===== config.mk =====
export PLATFORM = sky130hd
export DESIGN_NAME = vff_root_stage
export DESIGN_NICKNAME = d
export VERILOG_FILES = /design/src/sv/vff_pkg.sv /design/src/sv/vff_root_stage.sv
export SDC_FILE = /design/constraint.sdc
export NUM_CORES = 1
export LEC_CHECK = 0
export BUFFER_PORTS_ARGS = -buffer_cell sky130_fd_sc_hd__buf_2
export CAP_MARGIN = 20
export CORE_AREA = 2 2 517 519
export CTS_BUF_LIST = sky130_fd_sc_hd__clkbuf_8
export DETAILED_ROUTE_END_ITERATION = 12
export DIE_AREA = 0 0 519 521
export SETUP_SLACK_MARGIN = 0.1
export SYNTH_ARGS = -nofsm -noshare
export SYNTH_HDL_FRONTEND = slang
export SYNTH_SLANG_ARGS = --single-unit

===== constraint.sdc =====
create_clock -name clk -period 1.15 [get_ports clk]
set_clock_uncertainty 0.2 [all_clocks]
set_input_delay 0.23 -clock clk [delete_from_list [all_inputs] [get_ports clk]]
set_output_delay 0.23 -clock clk [all_outputs]
set_load 0.01 [all_outputs]

===== src/sv/vff_pkg.sv =====
// Shared types, constants and step functions for the vortex force field.
package vff_pkg;

	localparam int CFG_IDX_W = 3;
	localparam int SQ_STEPS  = 33;
	localparam int SQ_PER    = 3;
	localparam int SQ_STG    = SQ_STEPS / SQ_PER;
	localparam int DV_STEPS  = 64;
	localparam int DV_PER    = 4;
	localparam int DV_STG    = DV_STEPS / DV_PER;
	localparam logic [63:0] ATTR_CLAMP = 64'h0001_0000_0000_0000;

	typedef enum logic [CFG_IDX_W-1:0] {
		REG_CENTRE_X  = 3'd0,
		REG_CENTRE_Y  = 3'd1,
		REG_CENTRE_Z  = 3'd2,
		REG_SWIRL     = 3'd3,
		REG_AXIS      = 3'd4,
		REG_INNER     = 3'd5,
		REG_PULL      = 3'd6,
		REG_ENABLED   = 3'd7
	} cfg_reg_t;

	typedef enum logic [1:0] {
		AX_X = 2'd0,
		AX_Y = 2'd1,
		AX_Z = 2'd2
	} axis_t;

	// One particle inside the root and divider pipeline.
	typedef struct packed {
		logic             valid;
		logic [2:0][48:0] sw;     // swirl terms, signed
		logic [2:0][31:0] vel;
		logic [2:0]       psgn;   // sign of offset times pull
		logic [2:0][63:0] num;    // dividend, becomes quotient
		logic [2:0][32:0] drem;
		logic [65:0]      rad;    // radicand, consumed two bits a step
		logic [34:0]      srem;
		logic [32:0]      root;
	} pipe_t;

	function automatic pipe_t sqrt_step(pipe_t p);
		pipe_t       n;
		logic [36:0] t;
		logic [36:0] trial;
		n = p;
		t = {p.srem, p.rad[65:64]};
		trial = {2'b00, p.root, 2'b01};
		if (t >= trial) begin
			n.srem = 35'(t - trial);
			n.root = {p.root[31:0], 1'b1};
		end else begin
			n.srem = t[34:0];
			n.root = {p.root[31:0], 1'b0};
		end
		n.rad = {p.rad[63:0], 2'b00};
		return n;
	endfunction

	function automatic pipe_t div_step(pipe_t p);
		pipe_t       n;
		logic [33:0] s;
		logic        qb;
		n = p;
		for (int i = 0; i < 3; i++) begin
			s = {p.drem[i], p.num[i][63]};
			qb = (s >= {1'b0, p.root});
			if (qb) begin
				n.drem[i] = 33'(s - {1'b0, p.root});
			end else begin
				n.drem[i] = s[32:0];
			end
			n.num[i] = {p.num[i][62:0], qb};
		end
		return n;
	endfunction

endpackage


===== src/sv/vff_root_stage.sv =====
// One square-root pipeline stage: several restoring root steps.
module vff_root_stage import vff_pkg::*; (
	input  logic  clk,
	input  logic  arst_n,
	input  logic  en,
	input  pipe_t din,
	output pipe_t dout
);
	logic  vld_s1;
	pipe_t pay_s1;
	pipe_t nxt;

	always_comb begin
		nxt = din;
		for (int k = 0; k < SQ_PER; k++) begin
			nxt = sqrt_step(nxt);
		end
	end

	always_ff @(posedge clk or negedge arst_n) begin
		if (!arst_n) begin
			vld_s1 <= 1'b0;
		end else if (en) begin
			vld_s1 <= din.valid;
		end
	end

	always_ff @(posedge clk) begin
		if (en) begin
			pay_s1 <= nxt;
		end
	end

	always_comb begin
		dout = pay_s1;
		dout.valid = vld_s1;
	end
endmodule


Yosys cells after proc, flatten, opt, wreduce, memory -nomap -nowiden --
Cells that the tools add are included.
Operators by class: multiplexer cells 3, add/subtract/negate cells 3, order comparisons 3
Operators with widths (count):
- 2-to-1 mux 68 bit | 3
- greater-or-equal comparator 37 x 35 -> 1 bit | 3
- subtractor 35 bit | 3
Word-level totals: bits in registers 666, output and inout bits 672, word-level logic and storage cells 26, input port bits 675

Depth between registers and ports, before layout --
word-level depth 6, depth in mapped cells 46, depth with buffers taken out 40

Worst setup path after synthesis --
Ideal clock, no wire load.
path kind input-to-reg, from input din[0] (netlist name), to register pay_s1, in the netlist dout[47], data pin, library setup time 262 ps, path slack -7428 ps, stages 43, arrival time 8116 ps, path buffers 5, required time 688 ps, path through inv_1 ha_1 nor2b_1 o211ai_1 a31oi_1 or4_1 a21oi_1 nor2b_1 o21ai_0 a21oi_1 a2111oi_0 o21ai_0 xnor2_1 a21oi_1 ha_1 nand4_1 nor4_1 nand4b_1 [... 7 more ...] a21oi_1 ha_1 clkbuf_1 a21o_1 a21o_1 a21oi_1 o21ai_0 a21o_1 a21o_1 a21o_1 a21o_1 a21oi_1 o21ai_0 a21o_1 a211o_1 buf_4 buf_6 mux2_1
RTL lines:
- start: declaration | line vff_root_stage.sv:6 | input pipe_t din,
- end signal: assignment | line vff_root_stage.sv:30 | pay_s1 <= nxt;
- end: declaration | line vff_root_stage.sv:10 | pipe_t pay_s1;

==> metrics <==
status=complete, but fails checks; failing checks=hold timing, setup timing; CTS tree=built; Data arrival, critical path=8.05 ns; Vias/cell=3.53; Synth Warn #=0; ANT nets after route=0; Tcrit/Tclk final=665%; initial DRC count=2401; cts bufs inserted=136; Netlist cell types=79; synthesis-to-finish area growth=124%; Top Ports=1347; dominant synthesized flop cell=edfxtp_1; Slew headroom=26.1%; layout net count=5716; gr usage total=18.2%; Worst path max stage delay=0.59 ns; Static Leak=25.6 nW; ys async rst share=0.150%; final design utilization=23.1%; Pwr Density=1600 mW/mm^2; commonest non-fill, non-tap cell in the layout=dlygate4sd3_1; Final Hold Viols=1; Die Area=0.270 sq mm; Final Non-Filler Cells=8635; max-cap viol count=0; kind of start point of the critical path=input pin; clock latency on the worst-skew pair=0.90 ns; final setup fails=1411; GP Congestion=1.04; most frequent cells in the layout=dlygate4sd3_1 (1181), buf_2 (943), edfxtp_1 (665); number of global-route vias before repair=31300; residual DRC count=0; Peak supply drop=1.25 mV; via count=30500; Placed Area=0.0431 sq mm; Die Span Y=521 um; drt pass-1 iters=5; Worst Setup End Kind=flip-flop; H-tree levels=4; post-synthesis sequential area ratio=73.4%; Clk pin slew, worst setup/hold paths=0.05 ns; Max Transition Viols Final=0; setup TNS=-1151.95 ns; Seq cells post-synth=666; first-pass GRT wire length=321 mm; CP max FO=6; Port-buffer cells=1340; Clock Sinks=666; post-synthesis cell area=0.0272 sq mm; setup slack after layout=-6.50 ns; GRT overflow=0; largest net degree at the start of global routing=36; share of post-route cells with drive strength above 1=45.2%; post-route cell area=0.0611 sq mm; Worst Max-Slew Pin Slew=1.10 ns; total wire length=257 mm; Die X=519 um; # rows=189; initial antenna violation count=164; slowest CP cell=or4_4; RSZ-0062 raised after global routing=yes; Hold WS=-0.287 ns; Syn Area/Cell=15.7 sq um; Root Buffer=clkbuf_8; Syn Inst Count=1735; crit path time final=7.65 ns; Starting Density=10.3%; fillers=28000; WL per Instance=29.8 um; HPWL Detailed=214 mm; Post-synth EDFFs=665; Most common cell on crit path=a21o_1; CORE AREA=0.264 sq mm; Crit path required time=1.55 ns; FMAX=0.131 GHz; Clock Path Buffers=4; placed cell count=7109; CP Class=in2reg; worst hold-check path type=in2reg
## synthesized netlist by cell type (17+ instances only)
cell / number / share of area [%]
mux2_2: 28 / 1.2
nand3_1: 21 / 0.39
nor2_1: 74 / 1.0
o21bai_1: 18 / 0.50
nand2_1: 101 / 1.4
nand2b_1: 17 / 0.39
o21ai_0: 67 / 1.2
inv_1: 71 / 0.98
nand4_1: 24 / 0.55
xor2_1: 36 / 1.2
a21oi_1: 131 / 2.4
edfxtp_1: 665 / 73
a21o_1: 57 / 1.6
clkbuf_1: 34 / 0.47
xnor2_1: 56 / 1.8
ha_1: 105 / 4.8
## cell type report
cell class / count / area [sq um] / share of cell area (%)
Antenna cell: 62 / 155 / 0.254
Clock buffer: 138 / 1900 / 3.11
Clock inverter: 104 / 708 / 1.16
Inverter: 72 / 293 / 0.479
Multi-Input combinational cell: 948 / 7460 / 12.2
Sequential cell: 666 / 20000 / 32.7
Tap cell: 3533 / 4420 / 7.24
Timing Repair Buffer: 3112 / 26100 / 42.8
## state kept, by name (all words and copies together) (netlist names)
register  cells
vld_s1        1
dout        665
## metal layers
layer	GRT usage, %	part of all wire, %	up-vias
li1	-	-	13200
met1	20.1	37	14800
met2	28.8	45	1955
met3	8.33	12	513
met4	10.8	6.7	18
met5	0	0.042	-
## critical path, delay by kind of cell
kind            cells  cell delay, ns
compound gates     22            3.63
xor+xnor            2            0.30
fa+ha+maj           3            0.73
buf+inv             8            0.98
mux                 1            0.31
simple gates        9            1.83
## logic make-up after synthesis
logic type | share of synthesized area, %
flip-flops | 73.4
AO/OA/AOI/OAI | 9.23
AND/OR/NAND/NOR | 5.63
buffers and inverters | 1.99
adder cells (fa/ha/maj) | 4.82
XOR/XNOR | 2.96
multiplexers | 1.96
other | 0.0138
## stage by stage
step / total power [mW] / setup WS [ns]
5_1_grt: 102 / -6.83
3_5_place_dp: 64.6 / -7.92
6_report: 97.9 / -6.50
4_1_cts: 97.5 / -6.37
2_1_floorplan: 45.4 / -6.59
3_3_place_gp: 64.7 / -7.80
## where the power goes
group,leakage [nW],switching [mW],internal (mW)
clock,1.44,12.4,13.1
combinational,17.6,19.6,20.4
sequential,6.52,2.32,30.1
## worst paths after layout
check                                         from                 end  slack [ns]  cells after the start
worst max-delay path                        din[0]  dout[33]$_DFFE_PP_       -6.50                     45
worst min-delay path                      din[129]  dout[34]$_DFFE_PP_       -0.29                      4
max in group asynchronous                   arst_n  vld_s1$_DFFE_PN0P_        0.09                      4
min in group asynchronous                   arst_n  vld_s1$_DFFE_PN0P_        0.56                      4
worst max register to register  vld_s1$_DFFE_PN0P_  vld_s1$_DFFE_PN0P_        0.16                      1
worst min register to register  vld_s1$_DFFE_PN0P_  vld_s1$_DFFE_PN0P_        0.39                      1
## repair_timing
item	CTS	global route
setup endpoints to repair	704	1456
setup buffers	30	9
endpoints found under the hold margin	1313	675
cloned	3	1
resized for setup	810	62
hold buffers	1175	7
pin swaps	52	47
(Power assumes the default switching activity.)
