`src/sv/vff_pkg.sv`:
```
// Shared types, constants and step functions for the vortex force field.
package vff_pkg;

	localparam int CFG_IDX_W = 3;
	localparam int SQ_STEPS  = 33;
	localparam int SQ_PER    = 3;
	localparam int SQ_STG    = SQ_STEPS / SQ_PER;
	localparam int DV_STEPS  = 64;
	localparam int DV_PER    = 4;
	localparam int DV_STG    = DV_STEPS / DV_PER;
	localparam logic [63:0] ATTR_CLAMP = 64'h0001_0000_0000_0000;

	typedef enum logic [CFG_IDX_W-1:0] {
		REG_CENTRE_X  = 3'd0,
		REG_CENTRE_Y  = 3'd1,
		REG_CENTRE_Z  = 3'd2,
		REG_SWIRL     = 3'd3,
		REG_AXIS      = 3'd4,
		REG_INNER     = 3'd5,
		REG_PULL      = 3'd6,
		REG_ENABLED   = 3'd7
	} cfg_reg_t;

	typedef enum logic [1:0] {
		AX_X = 2'd0,
		AX_Y = 2'd1,
		AX_Z = 2'd2
	} axis_t;

	// One particle inside the root and divider pipeline.
	typedef struct packed {
		logic             valid;
		logic [2:0][48:0] sw;     // swirl terms, signed
		logic [2:0][31:0] vel;
		logic [2:0]       psgn;   // sign of offset times pull
		logic [2:0][63:0] num;    // dividend, becomes quotient
		logic [2:0][32:0] drem;
		logic [65:0]      rad;    // radicand, consumed two bits a step
		logic [34:0]      srem;
		logic [32:0]      root;
	} pipe_t;

	function automatic pipe_t sqrt_step(pipe_t p);
		pipe_t       n;
		logic [36:0] t;
		logic [36:0] trial;
		n = p;
		t = {p.srem, p.rad[65:64]};
		trial = {2'b00, p.root, 2'b01};
		if (t >= trial) begin
			n.srem = 35'(t - trial);
			n.root = {p.root[31:0], 1'b1};
		end else begin
			n.srem = t[34:0];
			n.root = {p.root[31:0], 1'b0};
		end
		n.rad = {p.rad[63:0], 2'b00};
		return n;
	endfunction

	function automatic pipe_t div_step(pipe_t p);
		pipe_t       n;
		logic [33:0] s;
		logic        qb;
		n = p;
		for (int i = 0; i < 3; i++) begin
			s = {p.drem[i], p.num[i][63]};
			qb = (s >= {1'b0, p.root});
			if (qb) begin
				n.drem[i] = 33'(s - {1'b0, p.root});
			end else begin
				n.drem[i] = s[32:0];
			end
			n.num[i] = {p.num[i][62:0], qb};
		end
		return n;
	endfunction

endpackage

```
`src/sv/vff_div_stage.sv`:
```
// One divider pipeline stage: several restoring quotient bits on all three lanes.
module vff_div_stage import vff_pkg::*; (
	input  logic  clk,
	input  logic  arst_n,
	input  logic  en,
	input  pipe_t din,
	output pipe_t dout
);
	logic  vld_s1;
	pipe_t pay_s1;
	pipe_t nxt;

	always_comb begin
		nxt = din;
		for (int k = 0; k < DV_PER; k++) begin
			nxt = div_step(nxt);
		end
	end

	always_ff @(posedge clk or negedge arst_n) begin
		if (!arst_n) begin
			vld_s1 <= 1'b0;
		end else if (en) begin
			vld_s1 <= din.valid;
		end
	end

	always_ff @(posedge clk) begin
		if (en) begin
			pay_s1 <= nxt;
		end
	end

	always_comb begin
		dout = pay_s1;
		dout.valid = vld_s1;
	end
endmodule

```
`config.mk`:
```
export PLATFORM = sky130hd
export DESIGN_NAME = vff_div_stage
export DESIGN_NICKNAME = d
export VERILOG_FILES = /design/src/sv/vff_pkg.sv /design/src/sv/vff_div_stage.sv
export SDC_FILE = /design/constraint.sdc
export NUM_CORES = 2
export LEC_CHECK = 0
export ABC_AREA = 1
export BUFFER_PORTS_ARGS = -buffer_cell sky130_fd_sc_hd__buf_2
export CORE_AREA = 4 4 528 530
export DETAILED_ROUTE_END_ITERATION = 16
export DIE_AREA = 0 0 532 534
export GPL_ROUTABILITY_DRIVEN = 0
export PLACE_DENSITY_LB_ADDON = 0.1
export SLEW_MARGIN = 20
export SYNTH_ARGS = -nofsm -noshare
export SYNTH_HDL_FRONTEND = slang
export SYNTH_SLANG_ARGS = --single-unit
```
`constraint.sdc`:
```
create_clock -name clk -period 0.8 [get_ports clk]
set_clock_uncertainty 0.05 [all_clocks]
set_input_delay 0.04 -clock clk [delete_from_list [all_inputs] [get_ports clk]]
set_output_delay 0.04 -clock clk [all_outputs]
set_load 0.03 [all_outputs]
```
### Word level (Yosys, flattened, before mapping)

Cells that the tools add are included.

* bits of input ports: 675
* output and inout bits: 672
* logic and storage cells: 53
* register bits: 672

* mux-type cells: 12
* order comparisons: 12
* $add $sub $neg: 12

Operator list (count)
* $ge A34 B33 Y1: 12
* $mux W33: 12
* $sub A33 B33 Y33: 12

### Logic depth before layout (Yosys ltp)

* depth after elaboration: 8
* mapped depth: 70
* gate-level depth less buffers: 65

### Worst setup path after synthesis

OpenSTA, ideal clock, no wires.

* path kind: in2reg
* start: input port din[9] (netlist bit)
* end: register pay_s1, in the netlist dout[158] (data pin)
* setup slack: -7438 ps
* data required time: 496 ps
* arrival time: 7935 ps
* library setup time: 254 ps
* stages on the path: 58
* path through: inv_1 ha_1 nand2_1 inv_1 a21oi_1 nand2_1 nand2_1 nand3_1 nand3_1 nand2_1 buf_4 buf_2 or2_2 nand2_1 inv_1 ha_1 inv_1 o21bai_1 [22 not listed] nand2_1 nand2_1 fa_1 nand3_1 nand2_1 a21oi_1 o21bai_1 a21oi_1 o21ai_1 nand2_1 nand2_1 nand3_1 nand2_1 a21oi_2 nand2_2 buf_4 nand2_1 nand2_1

RTL lines
* start: declaration: RTL line vff_div_stage.sv:6 `input pipe_t din,`
* end signal: assignment: RTL line vff_div_stage.sv:30 `pay_s1 <= nxt;`
* end: declaration: RTL line vff_div_stage.sv:10 `pipe_t pay_s1;`

==> results.md <==
* Outcome: finished, violations left
* Failing checks: negative hold slack, negative setup slack
* Data arrival, critical path at about 8400 ps
* Placeable Area at roughly 270000 um2
* Commonest non-fill, non-tap cell in the layout: buf_4
* Hold_sp: din[294]
* Global-route wire length before repair at a little under 600 mm
* Final nets at approximately 12000
* Via count at around 66000
* Max clock buf depth at 4
* Flop2flop setup slack at roughly 10 ps
* Mean post-synth cell area at 7.99 um2
* Worst Slack Setup Final at -7140 ps
* Final HPWL DP at 380 mm
* Static leakage at 48.3 nW
* Share of layout cells above drive strength 1 at between 40% and 50%
* R2R Path Start: vld_s1$_DFFE_PN0P_
* Final max-slew violation count at 0
* Seq cells post-synth at about 670
* GRT Resource Usage Total at about 30%
* Syn Inst Count at between 6000 and 7000
* Post-layout power at roughly 0.41 W
* Max-Cap Viols at 0
* Most Frequent Cell on Critical Path: nand2_1
* Mapped cell area at 49000 um2
* I/O pin cnt at roughly 1300
* HP Class: in2reg
* Largest net degree at the start of global routing at 42
* Syn Nets at 7215
* Port Buffer Count at between 1000 and 1500
* Syn-to-layout area delta at 109%
* Remaining DRCs at 0
* Row cnt at 192
* Die width at 532 um
* Top FF cell, synth: edfxtp_1
* Clock slew at reported path FFs at around 60 ps
* Die area at 284000 um2
* Worst slew pin tran at about 660 ps
* Final Cycle Share at 992%
* Post-DRT Antenna Nets at 0
* Worst skew pair latency at ~800 ps
* Startpoint Class: primary input
* Critical path peak fanout at 11
* Die span in y at 534 um
* Worst Path Required at approximately 1300 ps
* Hold_buf cts at 1006
* Fin. Hold Viols at 14
* CP Capture Type: flop
* Number of CTS-inserted buffers at 93
* Post-synth EDFFs at 671
* Iter 0 DRT Violations at 6106
* Starting Density at 17.9%
* Routed wire length at ~450 mm
* Setup violators final at 980
* Initial antenna violation count at 93
* Via density at around 4.5
* Slowest-stage cell, CP: fa_2
* Crit Path Class: in2reg
* CP peak stage delay at about 350 ps
* Seq/Total Area, Yosys at 41.2%
* Register-to-Register Path Depth at 1
* Fillers at between 20000 and 30000
* Hold EP: dout[135]$_DFFE_PP_
* Synth warn at 0
* Cell Area, Placed at just over 80000 um2
* Asr flop ratio synth at 0.149%
* Unique masters post-synth at 56
* Routed wire length per instance at 30.4 um
* Vias in the first global route at around 65000
* F_max at around 130 MHz
* First drt pass iteration count at 6
* Most frequent cells in the layout: buf_4, nand2_1, buf_2, dlygate4sd3_1, edfxtp_1
* Clk root buf: clkbuf_16
* Fin Setup TNS at -1254270 ps
* H-tree lvl count at 3
* Hold Path Depth at 7
* Unrepaired setup endpoints after global routing: yes
* Reg2reg end: vld_s1$_DFFE_PN0P_
* IR drop worst, VDD at roughly 2.6 mV
* Grt ovf at 0
* Post-layout instance area at 102000 um2
* CTS Sinks at between 600 and 700
* Slew HR at between 50% and 60%
* CTS tree: done
* Power per cell area at about 4000 nW/um2
* Crit path time final at 7940 ps
* Worst hold margin at -117 ps
[cell families after synthesis]
logic type	synth area share (%)
buffers and inverters	6.33
DFF	41.2
xor gates and xnor gates	5.29
and+or+nand+nor	25.3
muxes	0.0230
adders and majority gates	10.6
AOI/OAI and AO/OA	11.3
[timing repair]
item / in CTS / in global routing
hold endpoints to repair: 1095 / 26
setup buffers: 61 / 60
pin swaps: 56 / 150
resized for setup: 424 / 583
endpoints found under the setup margin: 783 / 889
gates cloned: 9 / 13
[layout make-up]
class | count | area (um2) | area share (%)
Antenna cell | 55 | 138 | 0.135
Clock buffer | 109 | 2390 | 2.33
Timing Repair Buffer | 4881 | 41500 | 40.6
Clock inverter | 59 | 602 | 0.588
Inverter | 680 | 2650 | 2.59
Sequential cell | 672 | 20200 | 19.7
Multi-Input combinational cell | 4697 | 30300 | 29.6
Tap cell | 3589 | 4490 | 4.39
[layer usage]
layer / GRT usage, % / vias up / part of all wire (%)
met5: 0 / - / 0.052
met4: 9.65 / 38 / 4.1
met3: 7.65 / 522 / 8.0
met2: 46.4 / 2780 / 43
met1: 40.9 / 32397 / 45
li1: - / 30616 / -
[worst max-delay path by stage]
stage / from / endpoint / depth (start not counted)
finish: din[23] / dout[164]$_DFFE_PP_ / 63
floorplan: din[21] / dout[170]$_DFFE_PP_ / 57
detailed placement: din[11] / dout[223]$_DFFE_PP_ / 59
global route: din[10] / dout[223]$_DFFE_PP_ / 68
global placement: din[2] / dout[227]$_DFFE_PP_ / 57
CTS: din[10] / dout[166]$_DFFE_PP_ / 66
[flip-flops by register name, summed over array words and instances (netlist names)]
| signal | count |
|---|---|
| dout | 671 |
| vld_s1 | 1 |
[through the flow]
| step | hold slack, ps | instances | utilization (%) | setup WS [ps] |
|---|---|---|---|---|
| finish | -117 | 14742 | 37.4 | -7140 |
| floorplan | -306 | 6132 | - | -6660 |
| detailed placement | -159 | 13375 | 30.4 | -9350 |
| CTS | -177 | 14619 | 36.1 | -7150 |
| global placement | -158 | 13375 | 30.4 | -9330 |
| global route | -87.0 | 14703 | 37.4 | -7630 |
[Yosys cell counts, types with 44 or more instances]
cell         n  area, um2
edfxtp_1   671      20100
a21o_1      44        330
xor2_1     167       1460
xnor2_1    129       1130
nand4_1     56        350
nor2_1     410       1540
ha_1       396       4950
nand2_1   1958       7350
inv_1      670       2510
nand3_1    365       1830
o21ai_0    308       1540
nor3_1      76        380
a21oi_1    430       2150
[report_power, final]
part / switching (W) / total (W) / internal (W)
registers: 0.00391 / 0.0533 / 0.0494
clock network: 0.0185 / 0.0431 / 0.0246
logic: 0.166 / 0.309 / 0.143
[critical path, delay by kind of cell]
| kind | cells | cell delay (ps) |
|---|---|---|
| compound gates | 11 | 1810 |
| fa+ha+maj | 4 | 1140 |
| buf+inv | 16 | 2410 |
| simple gates | 32 | 2940 |
(Power assumes the default switching activity.)
